### config.mk
export PLATFORM = sky130hd
export DESIGN_NAME = otq_cell
export DESIGN_NICKNAME = d
export VERILOG_FILES = /design/src/design/ordered_timer_queue_assert.svh /design/src/design/otq_pkg.sv /design/src/design/otq_cell.sv
export SDC_FILE = /design/constraint.sdc
export NUM_CORES = 1
export LEC_CHECK = 0
export BUFFER_PORTS_ARGS = -buffer_cell sky130_fd_sc_hd__buf_2
export CORE_MARGIN = 4
export CORE_UTILIZATION = 30
export CTS_CLUSTER_DIAMETER = 40
export DETAILED_ROUTE_END_ITERATION = 12
export GPL_TIMING_DRIVEN = 1
export SYNTH_ARGS = -nofsm -noshare
export SYNTH_HDL_FRONTEND = slang
export SYNTH_SLANG_ARGS = --single-unit
### constraint.sdc
create_clock -name i_clk -period 5.3 [get_ports i_clk]
set_input_delay 0.53 -clock i_clk [delete_from_list [all_inputs] [get_ports i_clk]]
set_output_delay 0.53 -clock i_clk [all_outputs]
set_load 0.02 [all_outputs]
### src/design/ordered_timer_queue_assert.svh
`ifndef ORDERED_TIMER_QUEUE_ASSERT_SVH
`define ORDERED_TIMER_QUEUE_ASSERT_SVH

// Same-cycle implication, checked outside reset.
`define OTQ_ASSERT_NOW(label, ante, cons) \
    label: assert property (@(posedge i_clk) disable iff (!i_rst_n) (ante) |-> (cons)) \
        else $error("ordered_timer_queue: assertion failed");

// Next-cycle implication, checked outside reset.
`define OTQ_ASSERT_NEXT(label, ante, cons) \
    label: assert property (@(posedge i_clk) disable iff (!i_rst_n) (ante) |=> (cons)) \
        else $error("ordered_timer_queue: assertion failed");

`endif

### src/design/otq_pkg.sv
package otq_pkg;
    localparam int DEPTH   = 16;
    localparam int SW      = (DEPTH > 1) ? $clog2(DEPTH) : 1;
    localparam int OUT_MAX = 16;
    localparam int NW      = $clog2(OUT_MAX + 1);
    localparam int EW      = $clog2(OUT_MAX);

    localparam logic [62:0] TIME_MAX      = 63'h7FFF_FFFF_FFFF_FFFF;
    localparam logic [19:0] MIN_DELAY_RST = 20'd100;

    typedef enum logic [1:0] {
        OP_ADD    = 2'd0,
        OP_CANCEL = 2'd1,
        OP_TICK   = 2'd2,
        OP_NONE   = 2'd3
    } t_op;

    typedef enum logic [1:0] {
        K_ADD       = 2'd0,
        K_CANCEL    = 2'd1,
        K_EXPIRED   = 2'd2,
        K_IDLE_TICK = 2'd3
    } t_kind;

    typedef struct packed {
        logic        add_try;
        logic        clr;
        logic        rearm;
        logic [62:0] now;
        logic [62:0] dl;
        logic [31:0] per;
        logic [31:0] tag;
    } t_cell_cmd;

    typedef struct packed {
        logic        valid;
        logic [62:0] deadline;
        logic [31:0] tag;
    } t_cell_stat;

    function automatic logic [3:0] to_slot4(input logic [SW-1:0] s);
        logic [SW+3:0] t;
        t = {4'b0, s};
        return t[3:0];
    endfunction
endpackage

### src/design/otq_cell.sv
module otq_cell (
    input  logic                   i_clk,
    input  logic                   i_rst_n,
    input  otq_pkg::t_cell_cmd     i_cmd,
    input  logic                   i_sel,
    input  logic                   i_picked,
    input  logic                   i_free_seen,
    input  logic                   i_all_lt,
    output logic                   o_free_seen,
    output logic                   o_all_lt,
    output otq_pkg::t_cell_stat    o_stat
);
    import otq_pkg::*;

    logic        r_valid;
    logic [62:0] r_deadline;
    logic [31:0] r_period;
    logic [31:0] r_tag;
    logic        w_claim;
    logic        w_rearm;
    logic [63:0] w_sum;

    assign w_claim     = i_cmd.add_try & !r_valid & !i_free_seen;
    assign w_rearm     = i_cmd.rearm & i_picked;
    assign o_free_seen = i_free_seen | !r_valid;
    assign o_all_lt    = i_all_lt & (!r_valid | (i_cmd.dl < r_deadline));
    assign w_sum       = {1'b0, i_cmd.now} + {32'b0, r_period};

    always_ff @(posedge i_clk) begin
        if (!i_rst_n) begin
            r_valid <= 1'b0;
        end else if (w_claim) begin
            r_valid <= 1'b1;
        end else if (i_cmd.clr & i_sel) begin
            r_valid <= 1'b0;
        end else if (w_rearm & (r_period == 32'd0)) begin
            r_valid <= 1'b0;
        end
    end

    always_ff @(posedge i_clk) begin
        if (w_claim) begin
            r_deadline <= i_cmd.dl;
            r_period   <= i_cmd.per;
            r_tag      <= i_cmd.tag;
        end else if (w_rearm & (r_period != 32'd0)) begin
            r_deadline <= w_sum[63] ? TIME_MAX : w_sum[62:0];
        end
    end

    assign o_stat = '{valid: r_valid, deadline: r_deadline, tag: r_tag};
endmodule

# Word-level counts from Yosys, hierarchy flattened
# Cells that the tools add are included.
# word_totals
output_inout_bits	98
inputBits	199
regBits	128
ramBits	0
mem_bits_ro	0
word_cells	27
latchBits	0
mem_count	0
# op_classes
reduce_logical	6
order_cmp	1
n_div	0
shifts	0
n_addsub	1
mux	6
n_mul	0
eq_ne	0
bitwise	9
# ops
op	n
$mux W63	3
$add A63 B32 Y64	1
$lt A63 B63 Y1	1
$logic_not A32 Y1	1
$reduce_bool A32 Y1	1
$and A1 B1 Y1	7
$mux W1	3
$reduce_bool A3 Y1	1
$logic_not A1 Y1	2
$or A1 B1 Y1	2
$reduce_bool A2 Y1	1

# Depth between registers and ports, before layout
# depth
depth_word	5
ltp_mapped	13
mapped_depth_nobuf	11

# Least setup slack after synthesis
# No wires, ideal clock.
# synth_path
kind	in2reg
startpoint	in i_cmd[190] (netlist name)
endpoint	reg r_deadline[0] (enable)
path_stages	2
slack_ns	-0.287
setup_ns	0.571
arrival_time_ns	5.016
cell_sequence	nand2_1 o21ai_0
# synth_between
elab_chain_cells	3
# synth_rtl
element	line	source
start: declaration	otq_cell.sv:4	input otq_pkg::t_cell_cmd i_cmd,
$and A1 B1 Y1	otq_cell.sv:24	assign w_rearm = i_cmd.rearm & i_picked;
$and A1 B1 Y1	otq_cell.sv:46	end else if (w_rearm & (r_period != 32'd0)) begin
$reduce_bool A2 Y1 (no line)	n/a	
end signal: assignment	otq_cell.sv:43	r_deadline <= i_cmd.dl;
end signal: assignment	otq_cell.sv:47	r_deadline <= w_sum[63] ? TIME_MAX : w_sum[62:0];
end: declaration	otq_cell.sv:16	logic [62:0] r_deadline;
# Every way passes these cells.
# A chain may end at the register's enable or synchronous reset.

# Final worst setup path
# layout_path
startpoint	reg r_period[0]
endpoint	reg r_deadline[62], data pin
# layout_between
elab_chain_cells	4
# layout_rtl
element	line	source
start: declaration	otq_cell.sv:17	logic [31:0] r_period;
start signal: assignment	otq_cell.sv:44	r_period <= i_cmd.per;
$add A63 B32 Y64	otq_cell.sv:27	assign w_sum = {1'b0, i_cmd.now} + {32'b0, r_period};
$mux W63	otq_cell.sv:47	
$mux W63	otq_cell.sv:46	
$mux W63	otq_cell.sv:42	if (w_claim) begin
# Every way passes these cells. The select of a mux whose other input is x is not followed.

==> results by group <==
Critical path
  – Crit end category: flip-flop
  – Critical Path AT: 4.08 ns
  – Worst reg2reg path startpoint: r_period[0]
  – Crit path launch type: flip-flop
  – Reg-to-Reg End: r_deadline[62]
  – FF-to-FF path depth: 11
  – Worst Setup SP: r_period[0]
  – Crit-path max FO: 8
  – Flop-to-flop setup slack: 1.39 ns
  – Crit Path Category: flip-flop to flip-flop
  – Setup crit end: r_deadline[62]
  – Required arrival time at the worst endpoint: 5.47 ns

Finish
  – Most frequent cells in the layout: buf_2 (296), edfxtp_1 (127), ha_1 (94)
  – Area Overhead vs Synth: 29.24%
  – Share of layout cells above drive strength 1: 0.3027
  – Final Non-Filler Cells: 1525
  – Final instance area: 11050 µm²
  – NumNets Final: 1424
  – Commonest non-fill, non-tap cell in the layout: buf_2

Synth
  – Ys Warns: 0
  – Compound-Gate Fraction of Synth Area: 0.1754
  – Mux cell area share after synthesis: 0.002341
  – Unique masters post-synth: 57
  – Synth Area in XOR/XNOR: 0.05531
  – Synth Area in Simple Gates: 0.1323
  – #FFs+latches synth: 128
  – Synth Cell Area: 8551 µm²
  – Synth Area in Adders: 0.1399
  – Syn Area/Cell: 10.20 µm²
  – Main combinational cell family by area after synthesis: compound AO/OA/AOI/OAI gates
  – Post-synth ARST share: 0
  – Ys flop type: edfxtp_1
  – Largest area contributor in the netlist: edfxtp_1
  – Synth Instances: 838
  – Sequential area share after synthesis: 0.4483
  – Post-synth EDFFs: 127
  – Synth Net Count: 1132
  – Post-synth top area share: 0.4460
  – Largest cells by area after synthesis: edfxtp_1 (45%), ha_1 (14%), a21oi_1 (3.7%), a21o_1 (3.5%), nor2_1 (3.4%)

Global route
  – Total grt overflow: 0
  – Initial antenna violation count: 9
  – Total track usage: 0.1722
  – Vias in the first global route: 7542
  – First-pass GRT wire length: 41760 µm
  – Largest net degree at the start of global routing: 76

Drt
  – DR WL/cell: 18.01 µm
  – DR WL met3: 2177 µm
  – Detailed-route via count: 7600
  – DR top layer: met5
  – Via-to-Cell Ratio: 4.984
  – WL met2: 13220 µm
  – # DRC: 0
  – DRT Wirelength: 27460 µm
  – ANT nets after route: 0
  – Metal1 wirelength: 11380 µm
  – Drt first pass iters: 5
  – Initial drt markers: 458

Floorplan
  – Die height: 176.8 µm
  – Chip Width: 176.8 µm
  – Row Count: 61
  – Die ar.: 31270 µm²
  – Total I/O pin count: 297
  – Initial Util: 0.3061
  – Core box area: 27930 µm²

STA
  – Final setup fails: 0
  – Clk_skew: 0.01180 ns
  – RSZ-0062 raised after global routing: no
  – Period minus WS final: 3.906 ns
  – Final Hold Vio Count: 0
  – Least-Margin Pin Slew: 0.9873 ns
  – WHS: 0.2735 ns
  – Slew Limit Fails: 0
  – Peak Freq: 0.2560 GHz
  – Tcrit/Tclk final: 0.7371
  – Setup Total Neg Slack: 0 ns
  – Slew HR: 0.3418

Power and ir drop
  – Worst vdd rail ir drop: 0.1577 mV
  – Lkg Pwr: 4.976 nW
  – Power Total: 0.003276 W
  – Power Density: 296.4 nW/µm²

Clock network
  – Setup Buffers After CTS: 0
  – Num CTS Buffers: 17
  – CTS tree: done
  – Hold_buf cts: 0
  – Largest buffer count on any clock path: 2
  – Num Clock Sinks: 128
  – Root buf cell: clkbuf_16
  – Post_cts resized: 0
  – Clk pin slew, worst setup/hold paths: 0.07 ns
  – Worst-Skew Late Latency: 0.43 ns
  – H-tree levels: 4

Flow run
  – MaxCap Viol Count: 0

Placement
  – Dpl hpwl: 21920 µm
  – Placed insts: 1489
  – Post-placement cell area: 10420 µm²
  – Port bufs: 296
  – Gpl congestion: 0.8982

Outcome
  – Status: finished clean

Worst hold path
  – HP Class: input port to flip-flop
  – WHS Path Cells: 1
-- registers in the layout, indices dropped and copies added (netlist names) --
register	count
r_deadline	63
r_period	32
r_tag	32
r_valid	1
-- how the worst min path moves through the flow --
stage	from	endpoint	slack [ns]
2_1_floorplan	r_valid	r_valid	0.52
3_3_place_gp	r_valid	r_valid	0.60
3_5_place_dp	r_valid	r_valid	0.61
4_1_cts	i_cmd[62]	r_period[30]	0.25
5_1_grt	i_cmd[46]	r_period[14]	0.25
6_report	i_cmd[53]	r_period[21]	0.27
-- area by class of cell --
type                            instances  area (µm²)
Antenna cell                            4       10.01
Clock buffer                           17       425.4
Clock inverter                         15       196.4
Fill cell                            2854       16880
Inverter                               70       264.0
Multi-Input combinational cell        613        4337
Sequential cell                       128        3834
Tap cell                              378       473.0
Timing Repair Buffer                  300        1511
-- where the power goes --
part	internal, W	switching (W)
clock	0.000758	0.000528
sequential	0.00122	0.0000370
combinational	0.000293	0.000443
-- worst max-delay path: stages (launching register included) --
cell	delay (ns)
edfxtp_1	0.37
ha_1	0.22
fa_1	0.25
a211oi_1	0.12
o211ai_1	0.28
a21oi_1	0.21
a2111oi_0	0.79
o211ai_1	0.30
a211oi_2	0.59
nor3b_1	0.29
and3_1	0.18
nor3_1	0.04
-- Yosys cell counts (all sizes together) (6+ instances only) --
| master | number |
|---|---|
| nand2 | 46 |
| edfxtp | 127 |
| nand4 | 25 |
| nor2 | 77 |
| clkbuf | 18 |
| o211ai | 6 |
| nor3 | 13 |
| a31oi | 39 |
| nand3 | 17 |
| a21o | 40 |
| ha | 94 |
| or3 | 6 |
| a211oi | 10 |
| and3 | 12 |
| xor2 | 22 |
| buf | 9 |
| xnor2 | 32 |
| inv | 70 |
| nor4 | 12 |
| a21oi | 63 |
| o21ai | 36 |
-- cells by family (layout without fill, tap and decap cells) --
logic type	after synthesis	count (layout)
fa+ha+maj	95	95
flops	128	128
compound gates	229	229
simple gates	233	233
buf+inv	97	402
xor+xnor	54	54
mux	2	2
other cells	0	4
-- metrics by stage --
stage          setup slack, ns  utilization
2_1_floorplan            1.415            -
3_3_place_gp             1.143       0.3730
3_5_place_dp             1.078       0.3730
4_1_cts                  1.300       0.3952
5_1_grt                  1.037       0.3956
6_report                 1.394       0.3956
-- metal layers --
metal / vias up / GRT usage
li1: 3731 / -
met1: 3528 / 0.2108
met2: 288 / 0.2914
met3: 43 / 0.05213
met4: 10 / 0.05480
met5: - / 0
(Power assumes the default switching activity.)
